**config.mk**
```make
export PLATFORM = sky130hd
export DESIGN_NAME = tf_hunit
export DESIGN_NICKNAME = d
export VERILOG_FILES = /design/src/rtl/tf_pkg.sv /design/src/rtl/tf_hunit.sv
export SDC_FILE = /design/constraint.sdc
export NUM_CORES = 2
export LEC_CHECK = 0
export ABC_AREA = 1
export ABC_CLOCK_PERIOD_IN_PS = 25700
export BUFFER_PORTS_ARGS = -buffer_cell sky130_fd_sc_hd__buf_4
export CORE_MARGIN = 1
export CORE_UTILIZATION = 40
export DETAILED_ROUTE_END_ITERATION = 8
export GPL_TIMING_DRIVEN = 0
export PLACE_DENSITY = 0.54
export SLEW_MARGIN = 20
export SYNTH_ARGS = -nofsm -noshare
export SYNTH_HDL_FRONTEND = slang
export SYNTH_SLANG_ARGS = --single-unit
```
**constraint.sdc**
```tcl
create_clock -name vclk -period 25.7
set_input_delay 2.57 -clock vclk [all_inputs]
set_output_delay 2.57 -clock vclk [all_outputs]
set_load 0.005 [all_outputs]
```
**src/rtl/tf_pkg.sv**
```systemverilog
// Shared types, constants and Twofish table functions.
`default_nettype none
package tf_pkg;

	localparam int ROUNDS_DEF  = 16;
	localparam int SBOX_DEPTH  = 256;
	localparam int WORD_W      = 32;
	localparam int DATA_W      = 64;
	localparam int CFG_IDX_W   = 3;
	localparam int KSZ_W       = 2;
	localparam int MODE_W      = 2;
	localparam int VB_W        = 5;
	localparam int BLK_BYTES   = 16;

	// configuration register indexes
	typedef enum logic [CFG_IDX_W-1:0] {
		REG_KEY_A    = 3'd0,
		REG_KEY_B    = 3'd1,
		REG_KEY_C    = 3'd2,
		REG_KEY_D    = 3'd3,
		REG_KEY_SIZE = 3'd4,
		REG_MODE     = 3'd5,
		REG_IV_LOW   = 3'd6,
		REG_IV_HIGH  = 3'd7
	} cfg_reg_t;

	localparam logic [KSZ_W-1:0] KSZ_128 = 2'd0;
	localparam logic [KSZ_W-1:0] KSZ_192 = 2'd1;

	// which key words feed the h unit
	typedef enum logic [1:0] {
		LSEL_ME = 2'd0,
		LSEL_MO = 2'd1,
		LSEL_SV = 2'd2
	} lsel_t;

	typedef struct packed {
		logic [7:0] x;
		lsel_t      lsel;
	} hctl_t;

	typedef logic [3:0][WORD_W-1:0] blk_t;

	localparam logic [3:0] QT [2][4][16] = '{
		'{'{4'd8,4'd1,4'd7,4'd13,4'd6,4'd15,4'd3,4'd2,4'd0,4'd11,4'd5,4'd9,4'd14,4'd12,4'd10,4'd4},
		  '{4'd14,4'd12,4'd11,4'd8,4'd1,4'd2,4'd3,4'd5,4'd15,4'd4,4'd10,4'd6,4'd7,4'd0,4'd9,4'd13},
		  '{4'd11,4'd10,4'd5,4'd14,4'd6,4'd13,4'd9,4'd0,4'd12,4'd8,4'd15,4'd3,4'd2,4'd4,4'd7,4'd1},
		  '{4'd13,4'd7,4'd15,4'd4,4'd1,4'd2,4'd6,4'd14,4'd9,4'd11,4'd3,4'd0,4'd8,4'd5,4'd12,4'd10}},
		'{'{4'd2,4'd8,4'd11,4'd13,4'd15,4'd7,4'd6,4'd14,4'd3,4'd1,4'd9,4'd4,4'd0,4'd10,4'd12,4'd5},
		  '{4'd1,4'd14,4'd2,4'd11,4'd4,4'd12,4'd3,4'd7,4'd6,4'd13,4'd10,4'd5,4'd15,4'd9,4'd0,4'd8},
		  '{4'd4,4'd12,4'd7,4'd5,4'd1,4'd6,4'd9,4'd10,4'd0,4'd14,4'd13,4'd8,4'd2,4'd11,4'd3,4'd15},
		  '{4'd11,4'd9,4'd5,4'd1,4'd12,4'd3,4'd13,4'd14,4'd6,4'd4,4'd7,4'd15,4'd2,4'd0,4'd8,4'd10}}
	};

	localparam logic [7:0] MDS_M [4][4] = '{
		'{8'h01,8'hEF,8'h5B,8'h5B}, '{8'h5B,8'hEF,8'hEF,8'h01},
		'{8'hEF,8'h5B,8'h01,8'hEF}, '{8'hEF,8'h01,8'hEF,8'h5B}
	};

	localparam logic [7:0] RS_M [4][8] = '{
		'{8'h01,8'hA4,8'h55,8'h87,8'h5A,8'h58,8'hDB,8'h9E},
		'{8'hA4,8'h56,8'h82,8'hF3,8'h1E,8'hC6,8'h68,8'hE5},
		'{8'h02,8'hA1,8'hFC,8'hC1,8'h47,8'hAE,8'h3D,8'h19},
		'{8'hA4,8'h55,8'h87,8'h5A,8'h58,8'hDB,8'h9E,8'h03}
	};

	localparam logic [8:0] POLY_MDS = 9'h169;
	localparam logic [8:0] POLY_RS  = 9'h14D;

	// GF(2^8) multiply, shift-and-add
	function automatic logic [7:0] gf_mul(input logic [7:0] a, input logic [7:0] b,
			input logic [8:0] poly);
		logic [7:0] acc;
		logic [8:0] x;
		acc = '0;
		x = {1'b0, a};
		for (int i = 0; i < 8; i++) begin
			if (b[i]) acc = acc ^ x[7:0];
			x = {x[7:0], 1'b0};
			if (x[8]) x = x ^ poly;
		end
		return acc;
	endfunction

	// fixed byte permutation q0 / q1
	function automatic logic [7:0] qperm(input logic which, input logic [7:0] x);
		logic [3:0] a, b, na, nb;
		a = x[7:4];
		b = x[3:0];
		for (int r = 0; r < 2; r++) begin
			na = a ^ b;
			nb = a ^ {b[0], b[3:1]} ^ {a[0], 3'b000};
			a = QT[which][2*r][na];
			b = QT[which][2*r+1][nb];
		end
		return {b, a};
	endfunction

	// h function byte stage, result bytes y0 in the low bits
	function automatic logic [31:0] h_func(input logic [7:0] x, input logic [31:0] l0,
			input logic [31:0] l1, input logic [31:0] l2, input logic [31:0] l3,
			input logic [2:0] k);
		logic [7:0] y0, y1, y2, y3;
		y0 = x; y1 = x; y2 = x; y3 = x;
		if (k == 3'd4) begin
			y0 = qperm(1'b1, y0) ^ l3[7:0];
			y1 = qperm(1'b0, y1) ^ l3[15:8];
			y2 = qperm(1'b0, y2) ^ l3[23:16];
			y3 = qperm(1'b1, y3) ^ l3[31:24];
		end
		if (k >= 3'd3) begin
			y0 = qperm(1'b1, y0) ^ l2[7:0];
			y1 = qperm(1'b1, y1) ^ l2[15:8];
			y2 = qperm(1'b0, y2) ^ l2[23:16];
			y3 = qperm(1'b0, y3) ^ l2[31:24];
		end
		y0 = qperm(1'b1, qperm(1'b0, qperm(1'b0, y0) ^ l1[7:0]) ^ l0[7:0]);
		y1 = qperm(1'b0, qperm(1'b0, qperm(1'b1, y1) ^ l1[15:8]) ^ l0[15:8]);
		y2 = qperm(1'b1, qperm(1'b1, qperm(1'b0, y2) ^ l1[23:16]) ^ l0[23:16]);
		y3 = qperm(1'b0, qperm(1'b1, qperm(1'b1, y3) ^ l1[31:24]) ^ l0[31:24]);
		return {y3, y2, y1, y0};
	endfunction

	// one MDS column times a byte
	function automatic logic [31:0] mds_col(input logic [1:0] j, input logic [7:0] v);
		logic [31:0] w;
		for (int i = 0; i < 4; i++)
			w[8*i +: 8] = gf_mul(MDS_M[i][j], v, POLY_MDS);
		return w;
	endfunction

	// RS code over eight key bytes
	function automatic logic [31:0] rs_word(input logic [63:0] kw);
		logic [31:0] s;
		logic [7:0] acc;
		for (int r = 0; r < 4; r++) begin
			acc = '0;
			for (int j = 0; j < 8; j++)
				acc = acc ^ gf_mul(RS_M[r][j], kw[8*j +: 8], POLY_RS);
			s[8*r +: 8] = acc;
		end
		return s;
	endfunction

endpackage
`default_nettype wire

```
**src/rtl/tf_hunit.sv**
```systemverilog
// Shared key-schedule h unit: q layers and MDS columns for one byte.
`default_nettype none
module tf_hunit import tf_pkg::*; (
	input  wire hctl_t             ctl,
	input  wire logic [DATA_W-1:0] key_a,
	input  wire logic [DATA_W-1:0] key_b,
	input  wire logic [DATA_W-1:0] key_c,
	input  wire logic [DATA_W-1:0] key_d,
	input  wire logic [KSZ_W-1:0]  key_size,
	output      blk_t              cols,
	output      logic [WORD_W-1:0] hword
);

	logic [2:0]        k;
	logic [WORD_W-1:0] rs0, rs1, rs2, rs3;
	logic [WORD_W-1:0] l0, l1, l2, l3;
	logic [WORD_W-1:0] y;

	assign k = (key_size == KSZ_128) ? 3'd2 : (key_size == KSZ_192) ? 3'd3 : 3'd4;

	assign rs0 = rs_word(key_a);
	assign rs1 = rs_word(key_b);
	assign rs2 = rs_word(key_c);
	assign rs3 = rs_word(key_d);

	// key word selection; S-box words run in reverse order
	always_comb begin
		l0 = '0; l1 = '0; l2 = '0; l3 = '0;
		case (ctl.lsel)
			LSEL_ME: begin
				l0 = key_a[31:0]; l1 = key_b[31:0]; l2 = key_c[31:0]; l3 = key_d[31:0];
			end
			LSEL_MO: begin
				l0 = key_a[63:32]; l1 = key_b[63:32]; l2 = key_c[63:32]; l3 = key_d[63:32];
			end
			LSEL_SV: begin
				if (k == 3'd2) begin
					l0 = rs1; l1 = rs0;
				end else if (k == 3'd3) begin
					l0 = rs2; l1 = rs1; l2 = rs0;
				end else begin
					l0 = rs3; l1 = rs2; l2 = rs1; l3 = rs0;
				end
			end
			default: begin
				l0 = '0;
			end
		endcase
	end

	assign y = h_func(ctl.x, l0, l1, l2, l3, k);

	always_comb begin
		for (int j = 0; j < 4; j++)
			cols[j] = mds_col(2'(j), y[8*j +: 8]);
		hword = cols[0] ^ cols[1] ^ cols[2] ^ cols[3];
	end

endmodule
`default_nettype wire

```
# Word level (Yosys, flattened, before mapping)
# Memory sizes are Yosys's and may differ from the RTL's.
# Index checks and enable logic that the tools add are counted.
dict set report op_classes {
  bitwise_logic 1258
  reduce_logical 2
  n_mux 1254
  eq_ne 6
  n_lt_le_gt_ge 71
}
# op n
set op_table {}
lappend op_table {{8-bit 2-to-1 mux} 488}
lappend op_table {{7-bit 2-to-1 mux} 276}
lappend op_table {{8-bit bitwise XOR} 128}
lappend op_table {{4-bit NOT} 219}
lappend op_table {{3-bit NOT} 269}
lappend op_table {{4-bit 2-to-1 mux} 200}
lappend op_table {{6-bit 2-to-1 mux} 132}
lappend op_table {{5-bit NOT} 114}
lappend op_table {{6-bit NOT} 88}
lappend op_table {{5-bit 2-to-1 mux} 84}
lappend op_table {{4-bit bitwise XOR} 105}
lappend op_table {{32-bit one-hot mux with 3 select lines} 4}
lappend op_table {{4-bit NOT with 5-bit output} 72}
lappend op_table {{5-bit >= comparator (second input constant)} 70}
lappend op_table {{2-bit NOT} 152}
lappend op_table {{32-bit 2-to-1 mux} 8}
lappend op_table {{7-bit NOT} 24}
lappend op_table {{3-bit 2-to-1 mux} 38}
lappend op_table {{32-bit bitwise XOR} 3}
lappend op_table {{1-bit NOT (first input constant)} 80}
lappend op_table {{2-bit 2-to-1 mux} 16}
lappend op_table {{2-bit NOT with 3-bit output} 3}
lappend op_table {{1-bit 2-to-1 mux} 8}
lappend op_table {{3-bit by 2-bit == test with 1-bit output (second input constant)} 2}
lappend op_table {{other kinds (6)} 8}
dict set report word_totals {
  mem_bits_ro 4608
  wordCells 2663
  regBits 0
  mem_count 72
  input_bits 268
}
# memory depth width rd rd_clocked_by_memory_dff write_ports line_no
set memory_table {}
lappend memory_table {{(no name shown)} 16 4 1 0 0 tf_pkg.sv:94} ;# b = QT[which][2*r+1][nb];
lappend memory_table {{(no name shown)} 16 4 1 0 0 tf_pkg.sv:93} ;# a = QT[which][2*r][na];
lappend memory_table {{(no name shown)} 16 4 1 0 0 tf_pkg.sv:94}
lappend memory_table {{(no name shown)} 16 4 1 0 0 tf_pkg.sv:93}
lappend memory_table {{(no name shown)} 16 4 1 0 0 tf_pkg.sv:94}
lappend memory_table {{(no name shown)} 16 4 1 0 0 tf_pkg.sv:93}
lappend memory_table {{66 more memories} -- -- -- -- -- --}

# Logic depth before layout (Yosys ltp)
dict set report depth {
  ltp_word 96
  mapped_depth 110
  mapped_depth_nobuf 110
}

# Worst setup path before layout
# Ideal clock, no wire load.
dict set report synth_timing {
  path_kind {in2out}
  from {input port ctl[6] (netlist bit)}
  to {output port hword[29]}
  stages 99
  arrival_ps 12543
  path_slack_ps 10587
  path_buffers 0
  path_cell_list {inv_2 > nand2_1 > nand2_1 > inv_1 > ha_1 > inv_1 > nand2_4 > nand2_2 > clkinv_1 > nand3_1 > nand2_2 > ha_1 > inv_1 > nand2_2 > nand2_1 > nand2_1 > nand2_2 > inv_2 > [... 63 more ...] > xor2_1 > inv_1 > ha_1 > nor2_2 > nor2_1 > nand2_1 > nand2_2 > nand2_1 > nand2_1 > inv_1 > nand2_1 > nand2_1 > nand2_1 > nand2_1 > nand2_1 > nand2_1 > nor2_1 > nor2_1}
}
# item line_no
set synth_lines {}
lappend synth_lines {{start: declaration} tf_hunit.sv:4} ;# input wire hctl_t ctl,
lappend synth_lines {{end: declaration} tf_hunit.sv:11} ;# output logic [WORD_W-1:0] hword

# Worst setup path after layout
dict set report layout_timing {
  from {input port key_a[18]}
  to {output port hword[29]}
}
dict set report layout_via {
  elab_chain_len 83
  word_cells_on_any_way 473
  cone_classes {mux (184); bitwise (226); memory (63)}
}
# item line_no
set layout_lines {}
lappend layout_lines {{start: declaration} tf_hunit.sv:5} ;# input wire logic [DATA_W-1:0] key_a,
lappend layout_lines {{5-bit 2-to-1 mux} tf_pkg.sv:78} ;# if (b[i]) acc = acc ^ x[7:0];
lappend layout_lines {{3-bit NOT (no line)} --}
lappend layout_lines {{6-bit 2-to-1 mux} tf_pkg.sv:78}
lappend layout_lines {{7-bit 2-to-1 mux} tf_pkg.sv:78}
lappend layout_lines {{8-bit 2-to-1 mux} tf_pkg.sv:78}
lappend layout_lines {{6-bit NOT (no line)} --}
lappend layout_lines {{8-bit 2-to-1 mux} tf_pkg.sv:78}
lappend layout_lines {{7-bit NOT (no line)} --}
lappend layout_lines {{[... 66 more ...]} --}
lappend layout_lines {{3-bit NOT (no line)} --}
lappend layout_lines {{6-bit 2-to-1 mux} tf_pkg.sv:78}
lappend layout_lines {{3-bit NOT (no line)} --}
lappend layout_lines {{7-bit 2-to-1 mux} tf_pkg.sv:78}
lappend layout_lines {{3-bit NOT (no line)} --}
lappend layout_lines {{8-bit 2-to-1 mux} tf_pkg.sv:78}
lappend layout_lines {{32-bit bitwise XOR (2 in series)} tf_hunit.sv:56} ;# hword = cols[0] ^ cols[1] ^ cols[2] ^ cols[3];
lappend layout_lines {{32-bit bitwise XOR *} tf_hunit.sv:56}
# Mark *: on every way between the ends. The rest lies on a longest branch, timed or not. The select of a mux whose other input is x is not followed.

==> impl_metrics.tcl <==
set metrics [dict create \
    crit_path_start "key_a[18]" \
    relSlewSlack 0.211 \
    antenna_found_initial 35 \
    synth_area_um2 56100 \
    slowest_delay_ns 0.43 \
    grt_pass1_wl_mm 398 \
    grt-ovfl-total 0 \
    max_freq_mhz 54.2 \
    slew_viol_final 0 \
    yosys.area.top_type "nand2_1" \
    layout-drive-gt1-share 0.107 \
    synth_cell_types 60 \
    seqCellArea_um2 0 \
    place_congestion 1.09 \
    cp_max_fo 9 \
    start_util 0.403 \
    post_cts.repair.setup_buffers 0 \
    yosysWarnings 0 \
    numSequentialCells 0 \
    final_util 0.433 \
    path_delay_family "simple AND/OR/NAND/NOR gates" \
    synthesis.nets 11100 \
    fin_nets 11300 \
    path_buf_inv 15 \
    grt_max_degree 11 \
    rsz0062_at_grt "no" \
    core_um2 139000 \
    critPathMostFrequentCell "nand2_1" \
    worstHoldStart "key_a[8]" \
    num_vias 68200 \
    grt_pass1_vias 60400 \
    setup_viol 0 \
    die_w_um 377 \
    synth-seq-area-share 0 \
    n_clock_buffer 0 \
    route.detailed.wl_per_inst_um 22.0 \
    whs_ns 6.84 \
    portBuffers 246 \
    ant_nets 0 \
    cts_resized 0 \
    viasPerCell 5.37 \
    grt.total_usage 0.375 \
    slowest_stage "xor2_1" \
    postCtsHoldBufs 0 \
    drt_iter0_drc 7213 \
    synth.avg_cell_area_um2 5.31 \
    critPathArrivalTime_ns 15.89 \
    synth_area_leaders "nand2_1 (31%), xor2_1 (16%), nand3_1 (12%), xnor2_1 (11%), ha_1 (5.7%)" \
    die_h_um 377 \
    drt_wl_total_mm 279 \
    cp-end-kind "primary output" \
    dr.pass1.iters 7 \
    fin_tns_setup_ns 0 \
    die_area_um2 142000 \
    rows 137 \
    startpoint_type "input port" \
    netlist_instances 10600 \
    cp.required_ns 23.13 \
    ios 428 \
    drc 0 \
    outcome "complete, no violations" \
    yosys.area.top_type_share 0.309 \
    period_share 0.718 \
    hpwl_mm 243 \
    criticalPathCategory "input port to primary output" \
    syn_to_final_growth_pct 7.57 \
    finalHoldViolations 0 \
    hold_path.class "input port to primary output" \
    finalCriticalPeriod_ns 18.46 \
    timing.max_cap.violations 0 \
    tightest_slew_ns 1.18 \
]
==> final timing paths <==
| kind | endpoint | slack (ns) | depth (start not counted) |
|---|---|---|---|
| hold / removal | cols[62] | 6.84 | 14 |
| setup / recovery | hword[29] | 7.24 | 93 |
==> cells in the mapped netlist (4+ instances only) <==
cell          n
buf_4        39
o211ai_1     23
nand3_2      52
xnor2_2       4
inv_1       822
xor2_2       12
a22o_1        5
a21oi_2      10
nand2_2     469
o221ai_1      9
buf_2        69
nand4_1      31
nand2_4      48
xnor2_1     715
buf_1        11
nand3b_1     29
nand3_1    1400
nand2_1    4624
ha_1        255
a211oi_1     21
o21ai_2       8
a21oi_1      40
o21ai_4       4
inv_4         4
buf_6         9
clkinv_1     11
nor2_1      197
o2111ai_1    10
nor2_2       15
o21ai_0     110
o21ai_1      25
inv_2       143
or2_2         8
o22ai_1      56
a221oi_1     22
xor2_1     1025
clkbuf_1    188
==> placed cells by master (no fill, tap or decap), types with 9 or more instances in the layout <==
master / synthesis / routed
nand2_2: 469 / 469
a211oi_1: 21 / 21
ha_1: 255 / 255
a21oi_2: 10 / 10
nand2_1: 4624 / 4624
nand3b_1: 29 / 29
nor2_2: 15 / 15
xnor2_1: 715 / 715
o211ai_1: 23 / 23
o221ai_1: 9 / 9
o2111ai_1: 10 / 10
clkinv_1: 11 / 11
o22ai_1: 56 / 56
nand3_2: 52 / 52
nand2_4: 48 / 48
buf_1: 11 / 11
xor2_1: 1025 / 1025
nor2_1: 197 / 197
diode_2: 0 / 20
inv_1: 822 / 822
buf_6: 9 / 9
nand3_1: 1400 / 1400
o21ai_1: 25 / 25
o21ai_0: 110 / 110
a21oi_1: 40 / 40
xor2_2: 12 / 12
a221oi_1: 22 / 22
buf_2: 69 / 69
clkbuf_1: 188 / 188
nand4_1: 31 / 31
inv_2: 143 / 143
buf_4: 39 / 285
==> layer usage <==
| metal | track usage | part of all wire |
|---|---|---|
| met1 | 0.498 | 0.43 |
| met2 | 0.593 | 0.43 |
| met3 | 0.0553 | 0.091 |
| met4 | 0.177 | 0.054 |
| met5 | 0 | 0.00054 |
==> cell type report <==
class | instances | area, um2
Buffer | 321 | 1540
Antenna cell | 20 | 50.0
Fill cell | 15700 | 79000
Tap cell | 1876 | 2350
Multi-Input combinational cell | 9254 | 50800
Timing Repair Buffer | 246 | 1850
Inverter | 983 | 3710
==> kinds of logic after synthesis <==
family / synth area share
XOR/XNOR: 0.277
AO/OA/AOI/OAI: 0.0410
AND/OR/NAND/NOR: 0.531
buffers and inverters: 0.0936
adder cells (fa/ha/maj): 0.0569
==> per-stage QoR <==
step           instance area, um2  instances  setup slack, ns
2_1_floorplan               56100      10600            10.59
3_3_place_gp                60300      12700             7.73
3_5_place_dp                60300      12700             7.57
4_1_cts                     60300      12700             7.53
5_1_grt                     60300      12700             6.07
6_report                    60300      12700             7.24
Power is not shown: default switching activity piles up to over one toggle a cycle in this logic, so the estimate is an artifact.
