[src/rtl/tf_pkg.sv]
// Shared types, constants and Twofish table functions.
`default_nettype none
package tf_pkg;

	localparam int ROUNDS_DEF  = 16;
	localparam int SBOX_DEPTH  = 256;
	localparam int WORD_W      = 32;
	localparam int DATA_W      = 64;
	localparam int CFG_IDX_W   = 3;
	localparam int KSZ_W       = 2;
	localparam int MODE_W      = 2;
	localparam int VB_W        = 5;
	localparam int BLK_BYTES   = 16;

	// configuration register indexes
	typedef enum logic [CFG_IDX_W-1:0] {
		REG_KEY_A    = 3'd0,
		REG_KEY_B    = 3'd1,
		REG_KEY_C    = 3'd2,
		REG_KEY_D    = 3'd3,
		REG_KEY_SIZE = 3'd4,
		REG_MODE     = 3'd5,
		REG_IV_LOW   = 3'd6,
		REG_IV_HIGH  = 3'd7
	} cfg_reg_t;

	localparam logic [KSZ_W-1:0] KSZ_128 = 2'd0;
	localparam logic [KSZ_W-1:0] KSZ_192 = 2'd1;

	// which key words feed the h unit
	typedef enum logic [1:0] {
		LSEL_ME = 2'd0,
		LSEL_MO = 2'd1,
		LSEL_SV = 2'd2
	} lsel_t;

	typedef struct packed {
		logic [7:0] x;
		lsel_t      lsel;
	} hctl_t;

	typedef logic [3:0][WORD_W-1:0] blk_t;

	localparam logic [3:0] QT [2][4][16] = '{
		'{'{4'd8,4'd1,4'd7,4'd13,4'd6,4'd15,4'd3,4'd2,4'd0,4'd11,4'd5,4'd9,4'd14,4'd12,4'd10,4'd4},
		  '{4'd14,4'd12,4'd11,4'd8,4'd1,4'd2,4'd3,4'd5,4'd15,4'd4,4'd10,4'd6,4'd7,4'd0,4'd9,4'd13},
		  '{4'd11,4'd10,4'd5,4'd14,4'd6,4'd13,4'd9,4'd0,4'd12,4'd8,4'd15,4'd3,4'd2,4'd4,4'd7,4'd1},
		  '{4'd13,4'd7,4'd15,4'd4,4'd1,4'd2,4'd6,4'd14,4'd9,4'd11,4'd3,4'd0,4'd8,4'd5,4'd12,4'd10}},
		'{'{4'd2,4'd8,4'd11,4'd13,4'd15,4'd7,4'd6,4'd14,4'd3,4'd1,4'd9,4'd4,4'd0,4'd10,4'd12,4'd5},
		  '{4'd1,4'd14,4'd2,4'd11,4'd4,4'd12,4'd3,4'd7,4'd6,4'd13,4'd10,4'd5,4'd15,4'd9,4'd0,4'd8},
		  '{4'd4,4'd12,4'd7,4'd5,4'd1,4'd6,4'd9,4'd10,4'd0,4'd14,4'd13,4'd8,4'd2,4'd11,4'd3,4'd15},
		  '{4'd11,4'd9,4'd5,4'd1,4'd12,4'd3,4'd13,4'd14,4'd6,4'd4,4'd7,4'd15,4'd2,4'd0,4'd8,4'd10}}
	};

	localparam logic [7:0] MDS_M [4][4] = '{
		'{8'h01,8'hEF,8'h5B,8'h5B}, '{8'h5B,8'hEF,8'hEF,8'h01},
		'{8'hEF,8'h5B,8'h01,8'hEF}, '{8'hEF,8'h01,8'hEF,8'h5B}
	};

	localparam logic [7:0] RS_M [4][8] = '{
		'{8'h01,8'hA4,8'h55,8'h87,8'h5A,8'h58,8'hDB,8'h9E},
		'{8'hA4,8'h56,8'h82,8'hF3,8'h1E,8'hC6,8'h68,8'hE5},
		'{8'h02,8'hA1,8'hFC,8'hC1,8'h47,8'hAE,8'h3D,8'h19},
		'{8'hA4,8'h55,8'h87,8'h5A,8'h58,8'hDB,8'h9E,8'h03}
	};

	localparam logic [8:0] POLY_MDS = 9'h169;
	localparam logic [8:0] POLY_RS  = 9'h14D;

	// GF(2^8) multiply, shift-and-add
	function automatic logic [7:0] gf_mul(input logic [7:0] a, input logic [7:0] b,
			input logic [8:0] poly);
		logic [7:0] acc;
		logic [8:0] x;
		acc = '0;
		x = {1'b0, a};
		for (int i = 0; i < 8; i++) begin
			if (b[i]) acc = acc ^ x[7:0];
			x = {x[7:0], 1'b0};
			if (x[8]) x = x ^ poly;
		end
		return acc;
	endfunction

	// fixed byte permutation q0 / q1
	function automatic logic [7:0] qperm(input logic which, input logic [7:0] x);
		logic [3:0] a, b, na, nb;
		a = x[7:4];
		b = x[3:0];
		for (int r = 0; r < 2; r++) begin
			na = a ^ b;
			nb = a ^ {b[0], b[3:1]} ^ {a[0], 3'b000};
			a = QT[which][2*r][na];
			b = QT[which][2*r+1][nb];
		end
		return {b, a};
	endfunction

	// h function byte stage, result bytes y0 in the low bits
	function automatic logic [31:0] h_func(input logic [7:0] x, input logic [31:0] l0,
			input logic [31:0] l1, input logic [31:0] l2, input logic [31:0] l3,
			input logic [2:0] k);
		logic [7:0] y0, y1, y2, y3;
		y0 = x; y1 = x; y2 = x; y3 = x;
		if (k == 3'd4) begin
			y0 = qperm(1'b1, y0) ^ l3[7:0];
			y1 = qperm(1'b0, y1) ^ l3[15:8];
			y2 = qperm(1'b0, y2) ^ l3[23:16];
			y3 = qperm(1'b1, y3) ^ l3[31:24];
		end
		if (k >= 3'd3) begin
			y0 = qperm(1'b1, y0) ^ l2[7:0];
			y1 = qperm(1'b1, y1) ^ l2[15:8];
			y2 = qperm(1'b0, y2) ^ l2[23:16];
			y3 = qperm(1'b0, y3) ^ l2[31:24];
		end
		y0 = qperm(1'b1, qperm(1'b0, qperm(1'b0, y0) ^ l1[7:0]) ^ l0[7:0]);
		y1 = qperm(1'b0, qperm(1'b0, qperm(1'b1, y1) ^ l1[15:8]) ^ l0[15:8]);
		y2 = qperm(1'b1, qperm(1'b1, qperm(1'b0, y2) ^ l1[23:16]) ^ l0[23:16]);
		y3 = qperm(1'b0, qperm(1'b1, qperm(1'b1, y3) ^ l1[31:24]) ^ l0[31:24]);
		return {y3, y2, y1, y0};
	endfunction

	// one MDS column times a byte
	function automatic logic [31:0] mds_col(input logic [1:0] j, input logic [7:0] v);
		logic [31:0] w;
		for (int i = 0; i < 4; i++)
			w[8*i +: 8] = gf_mul(MDS_M[i][j], v, POLY_MDS);
		return w;
	endfunction

	// RS code over eight key bytes
	function automatic logic [31:0] rs_word(input logic [63:0] kw);
		logic [31:0] s;
		logic [7:0] acc;
		for (int r = 0; r < 4; r++) begin
			acc = '0;
			for (int j = 0; j < 8; j++)
				acc = acc ^ gf_mul(RS_M[r][j], kw[8*j +: 8], POLY_RS);
			s[8*r +: 8] = acc;
		end
		return s;
	endfunction

endpackage
`default_nettype wire

[src/rtl/tf_round.sv]
// One Twofish round (F function adds and the rotate/xor mix), either direction.
`default_nettype none
module tf_round import tf_pkg::*; (
	input  wire blk_t              blk,
	input  wire blk_t              ga,
	input  wire blk_t              gb,
	input  wire logic [DATA_W-1:0] rk,
	input  wire logic              dec,
	output      blk_t              nxt
);

	logic [WORD_W-1:0] g0, g1, t0, t1, n2, n3, x2, x3;

	assign g0 = ga[0] ^ ga[1] ^ ga[2] ^ ga[3];
	assign g1 = gb[0] ^ gb[1] ^ gb[2] ^ gb[3];

	// PHT plus round subkeys
	assign t0 = g0 + g1 + rk[31:0];
	assign t1 = g0 + {g1[30:0], 1'b0} + rk[63:32];

	assign x2 = blk[2] ^ t0;
	assign x3 = blk[3] ^ t1;

	always_comb begin
		if (!dec) begin
			n2 = {x2[0], x2[31:1]};
			n3 = {blk[3][30:0], blk[3][31]} ^ t1;
		end else begin
			n2 = {blk[2][30:0], blk[2][31]} ^ t0;
			n3 = {x3[0], x3[31:1]};
		end
		nxt[0] = n2;
		nxt[1] = n3;
		nxt[2] = blk[0];
		nxt[3] = blk[1];
	end

endmodule
`default_nettype wire

[config.mk]
export PLATFORM = sky130hd
export DESIGN_NAME = tf_round
export DESIGN_NICKNAME = d
export VERILOG_FILES = /design/src/rtl/tf_pkg.sv /design/src/rtl/tf_round.sv
export SDC_FILE = /design/constraint.sdc
export NUM_CORES = 1
export LEC_CHECK = 0
export ABC_AREA = 0
export BUFFER_PORTS_ARGS = -buffer_cell sky130_fd_sc_hd__buf_2
export CORE_AREA = 2 2 223 225
export DETAILED_ROUTE_END_ITERATION = 12
export DIE_AREA = 0 0 225 227
export GPL_ROUTABILITY_DRIVEN = 0
export MAX_ROUTING_LAYER = met4
export SYNTH_ARGS = -nofsm -noshare
export SYNTH_HDL_FRONTEND = slang
export SYNTH_SLANG_ARGS = --single-unit
export TNS_END_PERCENT = 50
[constraint.sdc]
create_clock -name vclk -period 8.9
set_input_delay 0.445 -clock vclk [all_inputs]
set_output_delay 0.445 -clock vclk [all_outputs]
set_load 0.02 [all_outputs]
# Word-level counts from Yosys, hierarchy flattened

Cells that the tools add are included.

Bitwise gates (word level): 10
Mux-type cells: 2
Add/sub/neg operators: 4

Operators by type and width:

| operator           | number |
|---|---|
| 32-bit bitwise XOR | 10 |
| 32-bit adder       | 4 |
| 32-bit 2-to-1 mux  | 2 |

Bits in registers: 0
Logic and storage cells: 16
Output and inout bits: 128

# Logic depth before layout (Yosys ltp)

Gate-level depths: netlist of the first run.

Depth in word-level cells: 7
Mapped depth: 17

# Least setup slack after synthesis of the first run

No wires, ideal clock.

Path kind: input -> output
From: in gb[33] (netlist name)
To: out nxt[30] (netlist name)
Data arrival time: 3.922 ns
Stages on the path: 16
Path slack: 4.533 ns
Buffers on the path: 0
Path through: xnor2_1 -> xor2_1 -> inv_1 -> fa_1 -> ha_1 -> inv_1 -> fa_1 -> nand2b_1 -> a21oi_1 -> o41a_1 -> o21ai_1 -> nand2_1 -> a31oi_1 -> a211o_1 -> xnor3_1 -> mux2i_1

RTL lines:

| what            | RTL line      | source |
|---|---|---|
| start, declared | tf_round.sv:6 | `input wire blk_t gb,` |
| end, declared   | tf_round.sv:9 | `output blk_t nxt` |

==> results of run 1 <==
worst paths after layout:
path | from | end | slack [ns]
setup / recovery | ga[65] | nxt[53] | 3.46
hold / removal | blk[9] | nxt[73] | 0.89
placed cells by master (no fill, tap or decap), types with 8 or more instances in the layout:
cell type / count
xor2_1: 72
nand3_1: 11
o21a_1: 10
and3_1: 13
nor2_1: 48
o211ai_1: 9
a21o_1: 31
mux2i_1: 10
xnor2_1: 296
buf_2: 449
inv_1: 189
fa_1: 63
a21oi_1: 68
ha_1: 61
nand2_1: 67
a31oi_1: 8
nor3_1: 11
o21ai_0: 53
logic make-up after synthesis:
logic type,after synthesis,synth area share [%]
AO/OA/AOI/OAI,232,16.3
multiplexers,13,1.46
buffers and inverters,280,14.1
AND/OR/NAND/NOR,182,9.10
adder cells (fa/ha/maj),124,22.0
XOR/XNOR,376,37.0
metal layers:
layer,global-route usage [%],wire [µm],vias up
met5,-,0,-
met3,1.41,1900,43
li1,-,-,4535
met2,26.0,18800,335
met1,16.6,15400,4181
met4,3.35,778,0
cell type report:
cell class / instances / area [µm²] / share of cell area [%]
multi-input cells: 927 / 7900 / 67.7
repair buffers: 451 / 2260 / 19.4
well taps: 622 / 778 / 6.67
inverters: 190 / 713 / 6.12
diodes: 4 / 10.0 / 0.0858
per-stage QoR:
step	power, mW	util [%]
global route	4.96	24.0
global placement	4.50	24.0
detailed placement	4.55	24.0
floorplan	3.23	-
CTS	4.57	24.0
finish	4.50	24.0
power groups by stage:
stage / logic, mW / clock network (mW) / registers (mW)
5_1_grt: 4.96 / 0.0000000604 / 0
6_report: 4.50 / 0.0000000606 / 0
2_1_floorplan: 3.23 / 0 / 0
3_3_place_gp: 4.50 / 0 / 0
3_5_place_dp: 4.55 / 0 / 0
4_1_cts: 4.57 / 0 / 0
==> impl_results.md, run 1 <==
* Top post-synthesis cells by area: xnor2_1, fa_1, ha_1
* Placed inst area at 11,700 µm²
* Period Utilization, post-route at 61.2%
* FF+latch area at 0 µm²
* DR pass1 iterations at 7
* Req. time, crit path at 8.46 ns
* Overall routing resource usage at 14.2%
* Hold path depth at 0
* DR vias at 9,094
* Initial DRC count at roughly 240
* Die extent in x at 225 µm
* Peak VDD IR at 0.000146 V
* Syn nets at 1,780
* Via density at roughly 4.1
* Vias in the first global route at 9,286
* Tightest Hold Check Type: in2out
* HPWL after detailed placement at ~34,000 µm
* Minimum clock period at 5.44 ns
* TNS Setup at 0 ns
* Worst slack, placed at 3.31 ns
* Cts repair resizes at 0
* Antenna-violating nets left at 0
* Pin count of the biggest net entering global routing at 56
* Unrepaired setup endpoints after global routing: no
* Ratio of cells with drive above 1 in the final layout at 29.9%
* Power Dens Cells at a little under 400 nW/µm²
* Core Area at 48,500 µm²
* Max Cap Violations at 0
* Placed cell count at 2,190
* Seq pwr share at 0%
* Fin Hold WS at 0.890 ns
* CP top delay family: compound AO/OA/AOI/OAI gates
* Combinational Power Share at 100.0%
* Max Clock Freq at 184 MHz
* Post-CTS Hold Fix Bufs at 0
* Synth area leader: xnor2_1
* CP cell instances: buf_2, xor2_1, xnor2_1, inv_1, fa_1, inv_1, ha_1, inv_1, fa_1, nor2b_1, o2111ai_1, a31oi_1, o211ai_1, a21oi_1, o41ai_1, xnor2_1, xnor2_1, mux2i_1, buf_2
* # setup viols final at 0
* Synthesized area at 9200 µm²
* Max-slew headroom at about 56%
* Initial antenna violation count at 4
* Slowest cell on crit path: a31oi_1
* Top cells by count, synth: xnor2_1, inv_1, xor2_1
* Sw Share at around three fifths
* Switch Pwr at 2.71 mW
* Post-synthesis sequential area ratio at 0%
* Fillers at 5,420
* Clkbuf count at 0
* Die Y at 227 µm
* Grt ovf at 0
* Final instance area at 11,700 µm²
* Post-Route WL at 36,900 µm
* Critical Path Sink Type: primary output
* Worst slew pin tran at 0.650 ns
* Post-layout net count at between 2,000 and 2,500
* Synth Instances at 1,207
* Setup bufs post-CTS at 0
* CP bufs+invs at 5
* CP startpoint kind: primary input
* Critical Path AT at 5.00 ns
* Internal at 1.79 mW
* DRC viols at 0
* Setup CP Type: in2out
* Most common cell in the netlist: xnor2_1
* WL/cell at approximately 17 µm
* Input/output buffers at 449
* Post-Layout Cell Count at 2,194
* Num sequential at 0
* Levels on crit path at 19
* Synth top area share at 28.2%
* Clock share of power at 0%
* Global-route wire length before repair at 53,200 µm
* Fin. Hold Viols at 0
* Max-slew violations at 0
* Worst-path fanout max at 3
* CP max stage delay at 0.60 ns
* Die area at 51,100 µm²
* Initial Util at a little under a fifth
* Yosys cell types at 59
* Synth-to-layout area growth at 26.8%
* Status: complete, no violations
* Leakage at around 5.8 nW
* I/O pin cnt at about 580
* Avg Cell Area, Syn at 7.62 µm²
* Std-Cell Rows at 81
* Final WS setup at 3.46 ns
* Yosys Warn Count at 0
Note: power is estimated with default switching activity, not from simulation.
==> inputs of run 2 (changes only) <==
--- a/config.mk
+++ b/config.mk
@@ -5,11 +5,11 @@
 export SDC_FILE = /design/constraint.sdc
 export NUM_CORES = 1
 export LEC_CHECK = 0
-export ABC_AREA = 0
+export ABC_AREA = 1
 export BUFFER_PORTS_ARGS = -buffer_cell sky130_fd_sc_hd__buf_2
-export CORE_AREA = 2 2 223 225
+export CORE_AREA = 2 2 226 228
 export DETAILED_ROUTE_END_ITERATION = 12
-export DIE_AREA = 0 0 225 227
+export DIE_AREA = 0 0 228 230
 export GPL_ROUTABILITY_DRIVEN = 0
 export MAX_ROUTING_LAYER = met4
 export SYNTH_ARGS = -nofsm -noshare
==> constraint.sdc (replaced) <==
create_clock -name vclk -period 5.1
set_input_delay 0.255 -clock vclk [all_inputs]
set_output_delay 0.255 -clock vclk [all_outputs]
set_load 0.02 [all_outputs]
==> run 2 against run 1 <==
  * Cell count increased by 36%
  * Core utilization grew 3.2 points
  * Sequential share of layout area unchanged
  * Count of clock-buffer cells in the layout did not move
  * Critical endpoint is now nxt[44]
==> impl_results.md, run 2 <==
* Period Utilization, post-route at a little over 80%
* Synth Instances at 1,928 (+60%)
* Syn nets at 2,501 (+41%)
* DRC viols at 0 (unchanged)
* Design Power at 7.52 mW (+67%)
* Xor/xnor share of the synthesized area at 19.0% (-18 points)
* Synth top area share at 17.1% (-11 points)
* Top post-synthesis cells by area: nand2_1, xnor2_1, inv_1
* Initial antenna violation count at 7 (+3)
* Seq pwr share at 0% (unchanged)
* Largest family of logic cells by synthesized area: simple AND/OR/NAND/NOR gates
* GRT busiest layer: met2
* Req. time, crit path at 4.85 ns (-3.61 ns)
* HPWL after detailed placement at 43,200 µm (+27%)
* Post-layout net count at 2,879 (+34%)
* DR pass1 iterations at 7 (unchanged)
* Worst slew pin tran at 0.848 ns (+0.198 ns)
* Met1 usage at 21.8% (+5.2 points)
* Pin count of the biggest net entering global routing at 64 (+14%)
* Clkbuf count at 0 (unchanged)
* Yosys Warn Count at 0 (unchanged)
* Grt ovf at 0 (unchanged)
* Hold Path Origin: blk[39]
* Cts repair resizes at 0 (unchanged)
* Commonest cells after routing, fill and taps aside: nand2_1, buf_2, inv_1, nand3_1, xnor2_1
* Combinational Power Share at 100.0% (about the same)
* Worst slack, placed at 0.869 ns (-2.44 ns)
* Slowest cell on crit path: fa_1
* Synth Area in Simple Gates at 35.5% (+26 points)
* Max-slew headroom at 43.5% (-13 points)
* Critical Path AT at 3.97 ns (-1.03 ns)
* Max Clock Freq at 236 MHz
* Vias in the first global route at 12,300 (+32%)
* Via density at 4.29 (+3.4%)
* Overall routing resource usage at 17.4% (+3.2 points)
* Avg Cell Area, Syn at 5.71 µm² (-25%)
* Yosys cell types at 36 (-39%)
* Final WS setup at 0.871 ns (-2.59 ns)
* Synth Area in Compound Gates at 7.47% (-8.8 points)
* Levels on crit path at 21 (+2)
* Most common cell after layout, fill and taps aside: nand2_1
* Leakage at 7.95 nW (+37%)
* Fin. Hold Viols at 0 (unchanged)
* Switch Pwr at 5.01 mW (+85%)
* Max-slew violations at 0 (unchanged)
* I/O pin cnt at 577 (unchanged)
* Initial Util at 22.1% (+3.1 points)
* Hold path depth at 0 (unchanged)
* DR vias at 12,800 (+41%)
* Sw Share at 66.7% (+6.4 points)
* Synth area leader: nand2_1
* Synth-to-layout area growth at 23.5%
* Internal at 2.51 mW (+40%)
* Setup CP Type: in2out
* Synthesized area at 11,000 µm² (+20%)
* Ratio of cells with drive above 1 in the final layout at 21.1% (-8.8 points)
* Peak VDD IR at 0.000137 V (-5.9%)
* WL/cell at 15.6 µm (-7.0%)
* CP startpoint kind: primary input
* # setup viols final at 0 (unchanged)
* Top cells by count, synth: nand2_1, inv_1, nand3_1
* CP cell instances: buf_2, xnor2_1, xnor2_1, fa_1, inv_1, ha_1, inv_1, fa_1, inv_1, nand3_1, nand3_1, nand2_1, nand2_1, nand2_1, nand2_1, xor2_1, inv_1, nand2_1, nand3_1, o21ai_1, buf_2
* Power Dens Cells at 553 nW/µm² (+43%)
* TNS Setup at 0 ns (unchanged)
* Initial DRC count at 592 (+140%)
* Synth Area in Adders at 18.4% (-3.6 points)
* Most common cell in the netlist: nand2_1
* Minimum clock period at 4.23 ns
* CP top delay family: adder cells
* Unrepaired setup endpoints after global routing: no
* Hold Path End: nxt[103]
* Post-CTS Hold Fix Bufs at 0 (unchanged)
* Max Cap Violations at 0 (unchanged)
* Std-Cell Rows at 82 (+1.2%)
* Final instance area at 13,600 µm² (+17%)
* M2 GR Usage at 29.4% (+3.4 points)
* Antenna-violating nets left at 0 (unchanged)
* Critical Path Sink Type: primary output
* Global-route wire length before repair at 69,200 µm (+30%)
* Die extent in x at 228 µm (+1.3%)
* Fillers at 5,815 (+7.3%)
* Input/output buffers at 449 (unchanged)
* Post-Route WL at 46,600 µm (+26%)
* CP bufs+invs at 6 (+1)
* GR Util met3 at 2.46% (+1.0 points)
* Setup bufs post-CTS at 0 (unchanged)
* FF+latch area at 0 µm² (unchanged)
* Status: complete, no violations
* Worst-path fanout max at 4 (+1)
* Num sequential at 0 (unchanged)
* Post-synthesis sequential area ratio at 0% (unchanged)
* Placed inst area at 13,600 µm² (+17%)
* Die area at 52,400 µm² (+2.7%)
* Die Y at 230 µm (+1.3%)
* Mux share of post-synthesis cell area at 0% (-1.5 points)
* CP max stage delay at 0.50 ns (-0.10 ns)
* Tightest Hold Check Type: in2out
* Core Area at 49,900 µm² (+2.7%)
* Clock share of power at 0% (unchanged)
* Crit path top cell by count: nand2_1
run 2: cell types whose count changed after synthesis, sizes merged, moves of 12 or more:
cell    before  now
nand2       67  514
nand3       11  251
inv        190  428
xnor2      296  192
nor2        48  102
a21o        31    4
xor2        72   46
and3        13    0
clkbuf      18    6
run 2: per-stage QoR:
step | hold WS, ns | util, % | cells
after floorplan | 0.623 | - | 1928
after global placement | 0.510 | 27.2 | 2976
after detailed placement | 0.510 | 27.2 | 2976
after CTS | 0.510 | 27.2 | 2976
after global routing | 0.510 | 27.3 | 2982
final | 0.510 | 27.3 | 2984
run 2: worst max-delay path by stage:
stage                      start  slack (ns)       to
final                     gb[32]        0.87  nxt[44]
after global routing       gb[1]        0.58  nxt[29]
after CTS                 gb[32]        0.86  nxt[44]
after detailed placement  gb[32]        0.87  nxt[44]
after global placement    gb[32]        0.90  nxt[44]
after floorplan            gb[0]        1.69  nxt[45]
run 2: area by class of cell:
| class | count | area (µm²) | area share, % |
|---|---|---|---|
| repair buffers | 454 | 2280 | 16.8 |
| inverters | 428 | 1610 | 11.8 |
| diodes | 8 | 20.0 | 0.147 |
| well taps | 672 | 841 | 6.18 |
| multi-input cells | 1422 | 8840 | 65.0 |
run 2: cell families after synthesis:
family	count (synthesis)
AO/OA/AOI/OAI	151
XOR/XNOR	238
adder cells (fa/ha/maj)	124
buffers and inverters	506
AND/OR/NAND/NOR	909
run 2: power by group through the flow:
stage / clock network (mW) / logic [mW] / registers, mW
6_report: 0.000000211 / 7.52 / 0
5_1_grt: 0.000000157 / 8.47 / 0
4_1_cts: 0 / 7.54 / 0
3_5_place_dp: 0 / 7.51 / 0
3_3_place_gp: 0 / 7.50 / 0
2_1_floorplan: 0 / 5.35 / 0
run 2: metal layers:
| layer | share of wire (%) | vias up |
|---|---|---|
| met4 | 3.0 | 0 |
| met5 | 0 | - |
| met2 | 47 | 383 |
| met1 | 45 | 5722 |
| met3 | 5.6 | 88 |
| li1 | - | 6594 |
==> inputs of run 3 (changes only) <==
==> constraint.sdc (replaced) <==
create_clock -name vclk -period 4.4
set_input_delay 0.22 -clock vclk [all_inputs]
set_output_delay 0.22 -clock vclk [all_outputs]
set_load 0.02 [all_outputs]
==> run 3 against run 2 <==
  * First-iteration DRC count up 7.4%
  * Design area up 0.52%
  * Wire length up 0.33%
  * Hold slack worse by 0.070 ns
  * Largest cell class unchanged
  * Flip-flop and latch count unchanged
  * Worst setup slack worse by 0.53 ns
==> impl_results.md, run 3 (same netlist as run 2, synthesis figures left out) <==
* Vias in the first global route at 12,400 (+1.3%)
* Die Y at 230 µm (unchanged)
* DR pass1 iterations at 5 (-2)
* Num sequential at 0 (unchanged)
* Core Area at 49,900 µm² (unchanged)
* Fin. Hold Viols at 0 (unchanged)
* Sw Share at 66.6% (-0.092 points)
* Synth-to-layout area growth at 24.2%
* Initial Util at 22.1% (unchanged)
* Status: complete, no violations
* Tightest Hold Check Type: in2out
* Post-Route WL at 46,800 µm (+0.33%)
* Worst slew pin tran at 0.880 ns (+0.0320 ns)
* Minimum clock period at 4.06 ns
* Combinational Power Share at 100.0% (about the same)
* # setup viols final at 0 (unchanged)
* Post-layout net count at 2,888 (+0.31%)
* Global-route wire length before repair at 69,300 µm (+0.18%)
* Period Utilization, post-route at 92.2%
* Antenna-violating nets left at 0 (unchanged)
* Leakage at 8.00 nW (+0.59%)
* Critical Path Sink Type: primary output
* Clock share of power at 0% (unchanged)
* WL/cell at 15.6 µm (+0.13%)
* Die extent in x at 228 µm (unchanged)
* Pin count of the biggest net entering global routing at 64 (unchanged)
* Max Cap Violations at 0 (unchanged)
* Setup bufs post-CTS at 0 (unchanged)
* Grt ovf at 0 (unchanged)
* Via density at 4.30 (+0.40%)
* Fillers at 5,778 (-0.64%)
* Die area at 52,400 µm² (unchanged)
* Commonest cells after routing, fill and taps aside: nand2_1, buf_2, inv_1, nand3_1, xnor2_1
* I/O pin cnt at 577 (unchanged)
* Post-CTS Hold Fix Bufs at 0 (unchanged)
* Switch Pwr at 5.83 mW (+16%)
* Max Clock Freq at 247 MHz
* Most common cell after layout, fill and taps aside: nand2_1
* Seq pwr share at 0% (unchanged)
* Internal at 2.93 mW (+17%)
* Req. time, crit path at 4.18 ns (-0.67 ns)
* DRC viols at 0 (unchanged)
* Max-slew headroom at 40.9% (-2.6 points)
* Peak VDD IR at 0.000164 V (+19%)
* Std-Cell Rows at 82 (unchanged)
* DR vias at 12,900 (+0.60%)
* Critical Path AT at 3.84 ns (-0.13 ns)
* Input/output buffers at 449 (unchanged)
* Initial DRC count at 636 (+7.4%)
* Ratio of cells with drive above 1 in the final layout at 21.5% (+0.39 points)
* Initial antenna violation count at 7 (unchanged)
* Worst-path fanout max at 4 (unchanged)
* Max-slew violations at 0 (unchanged)
* Power Dens Cells at 641 nW/µm² (+16%)
* CP startpoint kind: primary input
* Final WS setup at 0.344 ns (-0.527 ns)
* HPWL after detailed placement at 43,400 µm (+0.49%)
* Clkbuf count at 0 (unchanged)
* FF+latch area at 0 µm² (unchanged)
* Area occupied by multi-input gates at 8850 µm² (+0.11%)
* Setup CP Type: in2out
* Unrepaired setup endpoints after global routing: no
* Overall routing resource usage at 17.4% (about the same)
* Worst slack, placed at 0.194 ns (-0.675 ns)
* Cts repair resizes at 0 (unchanged)
* TNS Setup at 0 ns (unchanged)
## run 3: changes by cell type in the layout (fill, tap and decap cells not counted), sizes merged
cell	before	now
buf	454	463
diode	8	5
## run 3: layout make-up
type	instances	share of cell area [%]
inverter	428	11.8
tap	672	6.15
antenna	5	0.0916
multi-input combinational	1422	64.8
timing repair buffer	463	17.2
## run 3: final timing paths
path / start / to / slack, ns / cells after the start
setup / recovery: gb[1] / nxt[29] / 0.34 / 22
hold / removal: blk[39] / nxt[103] / 0.44 / 0
## run 3: metal layers
layer | vias up | part of all wire [%] | GRT usage, %
met4 | 0 | 3.9 | 5.68
met1 | 5761 | 45 | 21.9
met5 | - | 0 | -
met3 | 107 | 5.0 | 2.03
met2 | 390 | 46 | 29.0
li1 | 6606 | - | -
## run 3: power groups by stage
stage          Sequential [mW]    Clock, mW  Combinational (mW)
6_report                     0  0.000000152                8.76
5_1_grt                      0  0.000000152                9.83
4_1_cts                      0            0                8.78
3_5_place_dp                 0            0                8.73
3_3_place_gp                 0            0                8.72
2_1_floorplan                0            0                6.20
## run 3: worst max-delay path, cell delays in order
cell and delay [ns]:
buf_2 0.11, xnor2_1 0.16, xor2_1 0.29, inv_1 0.10, fa_1 0.49, ha_1 0.28, inv_1 0.10, fa_1 0.46
inv_1 0.19, nand3_1 0.09, nand2_1 0.11, nand2_1 0.06, nand2_1 0.17, nand2_1 0.09, nand2_2 0.17, nand2_1 0.14
nand2_1 0.12, nand2_1 0.08, nand3_1 0.07, nand3_1 0.07, nand2_1 0.09, buf_2 0.17
## run 3: metrics by stage
step           total power, mW  hold slack [ns]  area (µm²)  instances  util (%)
6_report                  8.76            0.440       13700       2990      27.4
5_1_grt                   9.83            0.440       13700       2990      27.4
4_1_cts                   8.78            0.440       13600       2985      27.4
3_5_place_dp              8.73            0.440       13600       2985      27.4
3_3_place_gp              8.72            0.440       13600       2985      27.4
2_1_floorplan             6.20            0.553       11000       1928         -
